File: src/rtl/cfp_pkg.sv
package cfp_pkg;

    localparam int MAX_PAYLOAD = 64;
    localparam int IDX_W       = $clog2(MAX_PAYLOAD);
    localparam int LEN_W       = $clog2(MAX_PAYLOAD + 1);
    localparam int ADDR_W      = IDX_W + 1;

    localparam logic [7:0] HDR_A       = 8'hAA;
    localparam logic [7:0] HDR_B       = 8'h55;
    localparam logic [7:0] TAIL_SINGLE = 8'h55;
    localparam logic [7:0] TAIL_DOUBLE = 8'hED;

    localparam logic [1:0] REG_TWO_BYTE_HDR = 2'd0;

    typedef enum logic [2:0] {
        PH_IDLE,
        PH_HDR2,
        PH_CMD,
        PH_LEN,
        PH_DATA,
        PH_SUM,
        PH_TAIL,
        PH_DONE
    } phase_t;

    typedef enum logic [1:0] {
        BK_IDLE,
        BK_FETCH,
        BK_SHOW
    } bk_state_t;

    typedef struct packed {
        logic [7:0]       cmd;
        logic [LEN_W-1:0] len;
        logic             bank;
    } desc_t;

    typedef struct packed {
        logic              en;
        logic [ADDR_W-1:0] addr;
        logic [7:0]        data;
    } mem_wr_t;

endpackage

File: src/rtl/cfp_front.sv
module cfp_front
    import cfp_pkg::*;
(
    input  logic       aclk,
    input  logic       aresetn,
    input  logic       two_byte_hdr,
    input  logic       byte_valid,
    input  logic [7:0] rx_byte,
    output mem_wr_t    mem_wr,
    output logic       push,
    output desc_t      push_desc
);

    phase_t           phase_reg, phase_next;
    logic [7:0]       sum_reg, sum_next;
    logic [7:0]       cmd_reg, cmd_next;
    logic [LEN_W-1:0] len_reg, len_next;
    logic [LEN_W-1:0] fill_reg, fill_next;
    logic             bank_reg, bank_next;
    logic [7:0]       tail_byte;

    assign tail_byte = two_byte_hdr ? TAIL_DOUBLE : TAIL_SINGLE;

    always_ff @(posedge aclk) begin
        if (!aresetn) begin
            phase_reg <= PH_IDLE;
            sum_reg   <= '0;
            cmd_reg   <= '0;
            len_reg   <= '0;
            fill_reg  <= '0;
            bank_reg  <= 1'b0;
        end else begin
            phase_reg <= phase_next;
            sum_reg   <= sum_next;
            cmd_reg   <= cmd_next;
            len_reg   <= len_next;
            fill_reg  <= fill_next;
            bank_reg  <= bank_next;
        end
    end

    always_comb begin
        phase_next     = phase_reg;
        sum_next       = sum_reg;
        cmd_next       = cmd_reg;
        len_next       = len_reg;
        fill_next      = fill_reg;
        bank_next      = bank_reg;
        mem_wr.en      = 1'b0;
        mem_wr.addr    = {bank_reg, fill_reg[IDX_W-1:0]};
        mem_wr.data    = rx_byte;
        push           = 1'b0;
        push_desc.cmd  = cmd_reg;
        push_desc.len  = len_reg;
        push_desc.bank = bank_reg;
        if (byte_valid) begin
            case (phase_reg)
                PH_IDLE: begin
                    if (rx_byte == HDR_A) begin
                        fill_next = '0;
                        if (two_byte_hdr) begin
                            sum_next   = '0;
                            phase_next = PH_HDR2;
                        end else begin
                            sum_next   = HDR_A;
                            phase_next = PH_CMD;
                        end
                    end
                end
                PH_HDR2: begin
                    phase_next = (rx_byte == HDR_B) ? PH_CMD : PH_IDLE;
                end
                PH_CMD: begin
                    cmd_next   = rx_byte;
                    sum_next   = sum_reg + rx_byte;
                    phase_next = PH_LEN;
                end
                PH_LEN: begin
                    sum_next = sum_reg + rx_byte;
                    if (rx_byte > 8'(MAX_PAYLOAD)) begin
                        phase_next = PH_IDLE;
                    end else begin
                        len_next   = rx_byte[LEN_W-1:0];
                        phase_next = (rx_byte == 8'd0) ? PH_SUM : PH_DATA;
                    end
                end
                PH_DATA: begin
                    mem_wr.en = 1'b1;
                    fill_next = fill_reg + LEN_W'(1);
                    sum_next  = sum_reg + rx_byte;
                    if (fill_next >= len_reg) begin
                        phase_next = PH_SUM;
                    end
                end
                PH_SUM: begin
                    phase_next = (sum_reg == rx_byte) ? PH_TAIL : PH_IDLE;
                end
                PH_TAIL: begin
                    if (rx_byte == tail_byte) begin
                        push       = 1'b1;
                        bank_next  = ~bank_reg;
                        phase_next = PH_DONE;
                    end else begin
                        phase_next = PH_IDLE;
                    end
                end
                default: begin
                    phase_next = PH_IDLE;
                end
            endcase
        end
    end

endmodule

File: src/rtl/cfp_queue.sv
module cfp_queue
    import cfp_pkg::*;
(
    input  logic  aclk,
    input  logic  aresetn,
    input  logic  push,
    input  desc_t push_desc,
    input  logic  pop,
    output logic  head_valid,
    output desc_t head_desc,
    output logic  full
);

    desc_t      entry_reg [2];
    logic       wr_ptr_reg, wr_ptr_next;
    logic       rd_ptr_reg, rd_ptr_next;
    logic [1:0] count_reg, count_next;

    assign head_valid = (count_reg != 2'd0);
    assign full       = (count_reg == 2'd2);
    assign head_desc  = entry_reg[rd_ptr_reg];

    always_comb begin
        wr_ptr_next = push ? ~wr_ptr_reg : wr_ptr_reg;
        rd_ptr_next = pop ? ~rd_ptr_reg : rd_ptr_reg;
        count_next  = count_reg + 2'(push) - 2'(pop);
    end

    always_ff @(posedge aclk) begin
        if (!aresetn) begin
            wr_ptr_reg <= 1'b0;
            rd_ptr_reg <= 1'b0;
            count_reg  <= '0;
        end else begin
            wr_ptr_reg <= wr_ptr_next;
            rd_ptr_reg <= rd_ptr_next;
            count_reg  <= count_next;
        end
    end

    always_ff @(posedge aclk) begin
        if (push) begin
            entry_reg[wr_ptr_reg] <= push_desc;
        end
    end

    // frames pending readout never exceed the two payload banks
    assert property (@(posedge aclk) disable iff (!aresetn) count_reg != 2'd3)
        else $error("descriptor queue count out of range");

    assert property (@(posedge aclk) disable iff (!aresetn) push |-> !full)
        else $error("push into full descriptor queue");

    assert property (@(posedge aclk) disable iff (!aresetn) pop |-> head_valid)
        else $error("pop from empty descriptor queue");

    // a new frame must land in the bank not held by the head
    assert property (@(posedge aclk) disable iff (!aresetn)
        (push && head_valid) |-> (push_desc.bank != head_desc.bank))
        else $error("new frame reuses a bank still awaiting readout");

endmodule

File: src/rtl/cfp_back.sv
module cfp_back
    import cfp_pkg::*;
(
    input  logic              aclk,
    input  logic              aresetn,
    input  mem_wr_t           mem_wr,
    input  logic              head_valid,
    input  desc_t             head_desc,
    output logic              pop,
    output logic              res_valid,
    input  logic              res_ready,
    output logic [7:0]        command,
    output logic [LEN_W-1:0]  frame_len,
    output logic              has_data,
    output logic [IDX_W-1:0]  byte_index,
    output logic [7:0]        data_byte,
    output logic              last
);

    localparam int DEPTH = 2 * MAX_PAYLOAD;

    logic [7:0]       payload_mem [DEPTH];
    logic [7:0]       rd_data_reg;
    logic [ADDR_W-1:0] rd_addr;

    bk_state_t        state_reg, state_next;
    logic [IDX_W-1:0] idx_reg, idx_next;

    assign rd_addr = {head_desc.bank, idx_reg};

    always_ff @(posedge aclk) begin
        if (mem_wr.en) begin
            payload_mem[mem_wr.addr] <= mem_wr.data;
        end
        rd_data_reg <= payload_mem[rd_addr];
    end

    always_ff @(posedge aclk) begin
        if (!aresetn) begin
            state_reg <= BK_IDLE;
            idx_reg   <= '0;
        end else begin
            state_reg <= state_next;
            idx_reg   <= idx_next;
        end
    end

    assign command    = head_desc.cmd;
    assign frame_len  = head_desc.len;
    assign has_data   = (head_desc.len != '0);
    assign byte_index = idx_reg;
    assign data_byte  = has_data ? rd_data_reg : 8'd0;
    assign last       = !has_data || ((LEN_W'(idx_reg) + LEN_W'(1)) == head_desc.len);
    assign res_valid  = (state_reg == BK_SHOW);

    always_comb begin
        state_next = state_reg;
        idx_next   = idx_reg;
        pop        = 1'b0;
        case (state_reg)
            BK_IDLE: begin
                idx_next = '0;
                if (head_valid) begin
                    state_next = (head_desc.len == '0) ? BK_SHOW : BK_FETCH;
                end
            end
            BK_FETCH: begin
                state_next = BK_SHOW;
            end
            BK_SHOW: begin
                if (res_ready) begin
                    if (last) begin
                        pop        = 1'b1;
                        idx_next   = '0;
                        state_next = BK_IDLE;
                    end else begin
                        idx_next   = idx_reg + IDX_W'(1);
                        state_next = BK_FETCH;
                    end
                end
            end
            default: begin
                state_next = BK_IDLE;
            end
        endcase
    end

endmodule

File: src/rtl/checksummed_frame_parser.sv
// channel   | ports                  | payload
// ----------+------------------------+-------------------------------------------
// input     | s_tvalid/s_tready      | s_tdata: rx_byte
// output    | m_tvalid/m_tready      | m_tdata, m_tuser: has_data, m_tlast: last
// register  | apb psel/penable/...   | 0x0: two_byte_hdr
//
// the parser takes one byte per cycle; it holds s_tready low only while two
// completed frames await readout, one in each payload bank
// a data result passes a payload memory read in BK_FETCH and is then shown in BK_SHOW;
// each frame passes the idle state ahead of it, and an empty frame has no read
// reset is synchronous, active low; the payload memory has no reset
// stalls on m_tready hold the result and let the parser keep filling the free bank
module checksummed_frame_parser
    import cfp_pkg::*;
(
    input  logic        aclk,
    input  logic        aresetn,

    input  logic        s_tvalid,
    output logic        s_tready,
    input  logic [7:0]  s_tdata,   // [7:0] rx_byte

    output logic        m_tvalid,
    input  logic        m_tready,
    output logic [31:0] m_tdata,   // [7:0] command, [14:8] frame_len, [20:15] byte_index,
                                   // [28:21] data_byte, [31:29] zero
    output logic        m_tuser,   // [0] has_data
    output logic        m_tlast,

    input  logic        psel,
    input  logic        penable,
    input  logic        pwrite,
    input  logic [2:0]  paddr,
    input  logic [31:0] pwdata,
    output logic [31:0] prdata,
    output logic        pready
);

    logic             two_byte_hdr_reg, two_byte_hdr_next;
    logic             q_full;
    logic             byte_valid;
    mem_wr_t          mem_wr;
    logic             push;
    desc_t            push_desc;
    logic             pop;
    logic             head_valid;
    desc_t            head_desc;
    logic [7:0]       command;
    logic [LEN_W-1:0] frame_len;
    logic [IDX_W-1:0] byte_index;
    logic [7:0]       data_byte;
    logic             cfg_write;

    assign pready    = 1'b1;
    assign cfg_write = psel && penable && pwrite && (paddr[2] == REG_TWO_BYTE_HDR[0]);

    always_comb begin
        two_byte_hdr_next = two_byte_hdr_reg;
        if (cfg_write) begin
            two_byte_hdr_next = pwdata[0];
        end
    end

    always_ff @(posedge aclk) begin
        if (!aresetn) begin
            two_byte_hdr_reg <= 1'b0;
        end else begin
            two_byte_hdr_reg <= two_byte_hdr_next;
        end
    end

    assign prdata = (paddr[2] == REG_TWO_BYTE_HDR[0]) ? {31'd0, two_byte_hdr_reg} : 32'd0;

    assign s_tready   = !q_full;
    assign byte_valid = s_tvalid && s_tready;

    cfp_front u_front (
        .aclk          (aclk),
        .aresetn       (aresetn),
        .two_byte_hdr  (two_byte_hdr_reg),
        .byte_valid    (byte_valid),
        .rx_byte       (s_tdata),
        .mem_wr        (mem_wr),
        .push          (push),
        .push_desc     (push_desc)
    );

    cfp_queue u_queue (
        .aclk       (aclk),
        .aresetn    (aresetn),
        .push       (push),
        .push_desc  (push_desc),
        .pop        (pop),
        .head_valid (head_valid),
        .head_desc  (head_desc),
        .full       (q_full)
    );

    cfp_back u_back (
        .aclk       (aclk),
        .aresetn    (aresetn),
        .mem_wr     (mem_wr),
        .head_valid (head_valid),
        .head_desc  (head_desc),
        .pop        (pop),
        .res_valid  (m_tvalid),
        .res_ready  (m_tready),
        .command    (command),
        .frame_len  (frame_len),
        .has_data   (m_tuser),
        .byte_index (byte_index),
        .data_byte  (data_byte),
        .last       (m_tlast)
    );

    assign m_tdata = {3'd0, data_byte, byte_index, frame_len, command};

endmodule
File: config.mk
export PLATFORM = sky130hd
export DESIGN_NAME = checksummed_frame_parser
export DESIGN_NICKNAME = d
export VERILOG_FILES = /design/src/rtl/cfp_pkg.sv /design/src/rtl/cfp_front.sv /design/src/rtl/cfp_queue.sv /design/src/rtl/cfp_back.sv /design/src/rtl/checksummed_frame_parser.sv
export SDC_FILE = /design/constraint.sdc
export NUM_CORES = 1
export LEC_CHECK = 0
export ABC_AREA = 0
export BUFFER_PORTS_ARGS = -buffer_cell sky130_fd_sc_hd__buf_2
export CAP_MARGIN = 10
export CORE_ASPECT_RATIO = 1.75
export CORE_UTILIZATION = 56
export CTS_CLUSTER_SIZE = 28
export DETAILED_ROUTE_END_ITERATION = 16
export PLACE_DENSITY = 0.73
export SKIP_LAST_GASP = 1
export SYNTH_ARGS = -nofsm -noshare
export SYNTH_HDL_FRONTEND = slang
export SYNTH_HIERARCHICAL = 1
export SYNTH_SLANG_ARGS = --single-unit
File: constraint.sdc
create_clock -name aclk -period 3.1 [get_ports aclk]
set_input_delay 0.62 -clock aclk [delete_from_list [all_inputs] [get_ports aclk]]
set_output_delay 0.62 -clock aclk [all_outputs]
set_load 0.01 [all_outputs]
==> tab_implementation.tex <==
\begin{tabular}{lr}
\hline
Metric & Value \\
\hline
\multicolumn{2}{l}{\textbf{Logic synthesis}} \\
\quad Commonest cells in the synthesized netlist & 1056 x edfxtp\_1, 206 x mux2i\_1, 162 x mux4\_2, 151 x nor2\_1, 106 x a22oi\_1 \\
\quad Xor and xnor fraction of the mapped netlist area & 0.419\% \\
\quad Number of flops mapped to enable cells by yosys & 1056 \\
\quad Dominant combinational cell family by area after synthesis & multiplexers \\
\quad Multiplexer share of the synthesized area & 13.1\% \\
\quad Register bit count reported by yosys & 1112 \\
\quad Post-synthesis cell type count & 76 \\
\quad Basic-gate share of the synthesized area counting and, or, nand and nor cells & 4.82\% \\
\quad Dominant cell by count in the synthesized netlist & edfxtp\_1 \\
\quad Cell accounting for the most synthesized area & edfxtp\_1 \\
\quad Total number of yosys warnings & 6 \\
\quad Syn\_area\_per\_cell & 17.9 um\^{}2 \\
\quad Area share of fa/ha/maj cells after synthesis & 0.544\% \\
\quad Gate count of the mapped netlist & 2514 \\
\quad Most common flop cell mapped by yosys & edfxtp\_1 \\
\quad Compound-Gate Fraction of Synth Area & 4.85\% \\
\quad Area share of the largest cell type after synthesis & 70.3\% \\
\quad Synth top area cells & edfxtp\_1 70\%, mux4\_2 8.1\%, mux2i\_1 4.6\%, dfxtp\_1 2.5\%, a22oi\_1 1.8\% \\
\quad Cell area after synthesis & 45100 um\^{}2 \\
\quad Post-synthesis sequential area ratio & 72.8\% \\
\quad Share of synthesized registers carrying an async set or reset & 0\% \\
\multicolumn{2}{l}{\textbf{Clock network}} \\
\quad Maximum buffer depth of the clock tree & 3 \\
\quad Clock sink total & 1112 \\
\quad Clk slew on worst S/H paths & 70 ps \\
\quad Clock Latency Late Sink & 670 ps \\
\quad Post-CTS Hold Buffers & 0 \\
\quad Root cell of the clock tree & clkbuf\_16 \\
\quad Inserted Clock Buffers & 90 \\
\quad Max H-tree Level & 3 \\
\quad Clock tree from TritonCTS & built \\
\multicolumn{2}{l}{\textbf{Place}} \\
\quad Final estimated routing congestion in global placement & 0.921 \\
\quad Number of input and output port buffers inserted & 50 \\
\quad Placed wire-length estimate after detailed placement & 66100 um \\
\multicolumn{2}{l}{\textbf{Critical path}} \\
\quad R2r worst-path depth & 16 \\
\quad Classification of the worst setup path & flop to primary output \\
\quad WP data arrival & 2700 ps \\
\quad Slowest cell on the critical path & or3b\_4 \\
\quad Crit-path cells & mux2\_4 > xor2\_2 > or3b\_4 > a2111oi\_4 > nand3\_1 > nand2\_1 > buf\_2 \\
\quad Critical path buffer and inverter count & 1 \\
\quad Reg-to-reg startpoint & u\_queue/entry\_reg[0][6] \\
\quad RR Endpoint & u\_back/state\_reg[0] \\
\quad Endpoint class of the critical path & primary output \\
\quad Kind of start point of the critical path & flop \\
\quad Top delay family on crit path & simple AND/OR/NAND/NOR gates \\
\quad Critical path startpoint & u\_queue/entry\_reg[0][6] \\
\quad Number of cells on the critical path & 7 \\
\quad Crit path capture & m\_tlast \\
\quad Max stage delay on crit path & 410 ps \\
\quad Biggest fanout along the worst timing path & 2 \\
\quad R2r setup slk & -210 ps \\
\quad WP data required & 2480 ps \\
\multicolumn{2}{l}{\textbf{Global routing}} \\
\quad Maximum number of pins on one net before global-route repair & 106 \\
\quad GRT Util Overall & 25.7\% \\
\quad Wire length of the first global-routing pass & 153000 um \\
\quad Vias in the first global route & 24600 \\
\quad Remaining Overflow, GRT & 0 \\
\quad Initial antenna violation count & 1 \\
\multicolumn{2}{l}{\textbf{Pwr}} \\
\quad Static Leak & 15.9 nW \\
\quad VDD IR max & 0.639 mV \\
\quad Pwr per Cell Area & 563 nW/um\^{}2 \\
\quad Overall power after layout & 28.4 mW \\
\multicolumn{2}{l}{\textbf{STA}} \\
\quad Worst setup skew after layout & 24.8 ps \\
\quad Max frequency & 301 MHz \\
\quad Setup-failing EPs final & 9 \\
\quad Post-route clock period utilization & 107\% \\
\quad Final hold violations & 0 \\
\quad Final max-slew violation count & 0 \\
\quad Least-Margin Pin Slew & 1180 ps \\
\quad Worst path setup slack after routing & -221 ps \\
\quad Final period demand of the worst path & 3320 ps \\
\quad Setup repair after global routing missed its margin & yes \\
\quad Worst slew margin & 21.3\% \\
\multicolumn{2}{l}{\textbf{Status}} \\
\quad Violated checks & negative setup slack \\
\quad Result of the run & complete, but fails checks \\
\multicolumn{2}{l}{\textbf{Die}} \\
\quad Row count & 137 \\
\quad Floorplan die width & 216 um \\
\quad Initial cell density of the core & 56.6\% \\
\quad CORE AREA & 79700 um\^{}2 \\
\quad Number of top-level pins & 119 \\
\quad Die area & 81700 um\^{}2 \\
\quad Die Ht & 377 um \\
\multicolumn{2}{l}{\textbf{Final layout}} \\
\quad \# nets final & 2808 \\
\quad Final core area utilization & 63.3\% \\
\quad Synth-to-layout area growth & 12.0\% \\
\quad Filler cell count & 5368 \\
\quad Flip-flop count of the largest register, all copies and words added & 1024 \\
\quad Share of layout cells above drive strength 1 & 23.0\% \\
\multicolumn{2}{l}{\textbf{Drt}} \\
\quad Initial DRT Pass Iterations & 5 \\
\quad Wire length per cell after detailed routing & 26.9 um \\
\quad Number of violations reported at the end of detailed-routing iteration 0 & 2209 \\
\quad Total number of vias & 23900 \\
\quad Total wire length & 104000 um \\
\quad Detail-routed via count per cell & 6.20 \\
\quad Antenna Violating Nets Remaining & 0 \\
\quad DRC violation count after routing & 0 \\
\multicolumn{2}{l}{\textbf{Job}} \\
\quad Max-cap violations & 0 \\
\multicolumn{2}{l}{\textbf{Min path}} \\
\quad Hold Path Class & input port to flop \\
\hline
\end{tabular}
-- worst min-delay path by stage --
stage	endpoint	depth (start not counted)	startpoint
CTS	two_byte_hdr_reg	3	pwdata[0]
finish	two_byte_hdr_reg	3	pwdata[0]
global placement	u_queue/entry_reg[0][12]	0	u_front/cmd_reg[4]
floorplan	u_queue/entry_reg[0][10]	0	u_front/cmd_reg[2]
detailed placement	u_queue/entry_reg[0][13]	0	u_front/cmd_reg[5]
global route	two_byte_hdr_reg	3	pwdata[0]
-- worst register-to-register path, delay by kind of cell (launching register included) --
kind,cells,cell delay (ps)
buffers and inverters,9,1140
flip-flops,1,370
XOR/XNOR,1,170
AND/OR/NAND/NOR,3,630
AO/OA/AOI/OAI,2,570
multiplexers,1,300
-- cell families (layout without fill, tap and decap cells) --
| kind of cell | after synthesis | after routing |
|---|---|---|
| flops | 1112 | 1112 |
| other cells | 2 | 36 |
| compound gates | 313 | 313 |
| fa+ha+maj | 19 | 19 |
| buf+inv | 221 | 485 |
| simple gates | 443 | 443 |
| xor+xnor | 20 | 20 |
| mux | 384 | 384 |
-- per-layer routing --
layer / share of wire [%] / vias up / GRT usage, % / routed length, um
met5: 0.013 / - / 0 / 13
met4: 5.8 / 2 / 14.4 / 6050
li1: - / 10300 / - / -
met1: 35 / 12300 / 29.7 / 36200
met3: 6.1 / 267 / 3.66 / 6350
met2: 53 / 1015 / 45.7 / 55000
-- per-stage QoR --
step | hold WS (ps) | setup slack (ps) | TNS [ps] | std cells | area (um^2)
finish | 219 | -221 | -474 | 3854 | 50500
CTS | 183 | -133 | -740 | 3853 | 50400
global route | 220 | -292 | -1190 | 3853 | 50500
floorplan | 425 | 34.2 | 0 | 2547 | 45200
global placement | 431 | 186 | 0 | 3677 | 47400
detailed placement | 444 | 136 | 0 | 3677 | 47400
-- power by group --
part | internal, mW | switching [mW]
logic | 0.104 | 0.389
clock network | 6.40 | 5.08
registers | 16.4 | 0.0267
-- cell type report --
type                            instances  area, um^2  share of cell area, %
Multi-Input combinational cell       1214       10900                   21.7
Antenna cell                            1        2.50                0.00496
Sequential cell                      1112       32800                   65.1
Tap cell                             1042        1300                   2.58
Clock inverter                         58         567                   1.12
Inverter                               18        67.6                  0.134
Timing Repair Buffer                  303        2390                   4.73
Clock buffer                          106        2380                   4.71
-- layout by cell type, fill, tap and decap left out, drive strengths merged, types with 64 or more instances in the layout --
| cell | Yosys | layout |
|---|---|---|
| buf | 140 | 303 |
| nor2 | 152 | 152 |
| nor3 | 64 | 64 |
| a22oi | 106 | 106 |
| mux2i | 206 | 206 |
| edfxtp | 1056 | 1056 |
| clkbuf | 63 | 106 |
| o22ai | 64 | 64 |
| nand2 | 84 | 84 |
| mux4 | 162 | 162 |
-- timing repair --
item,4_1_cts,5_1_grt
resized for setup,10,6
pin swaps,3,4
setup buffers,12,1
setup endpoints to repair,10,11
(Power assumes the default switching activity.)
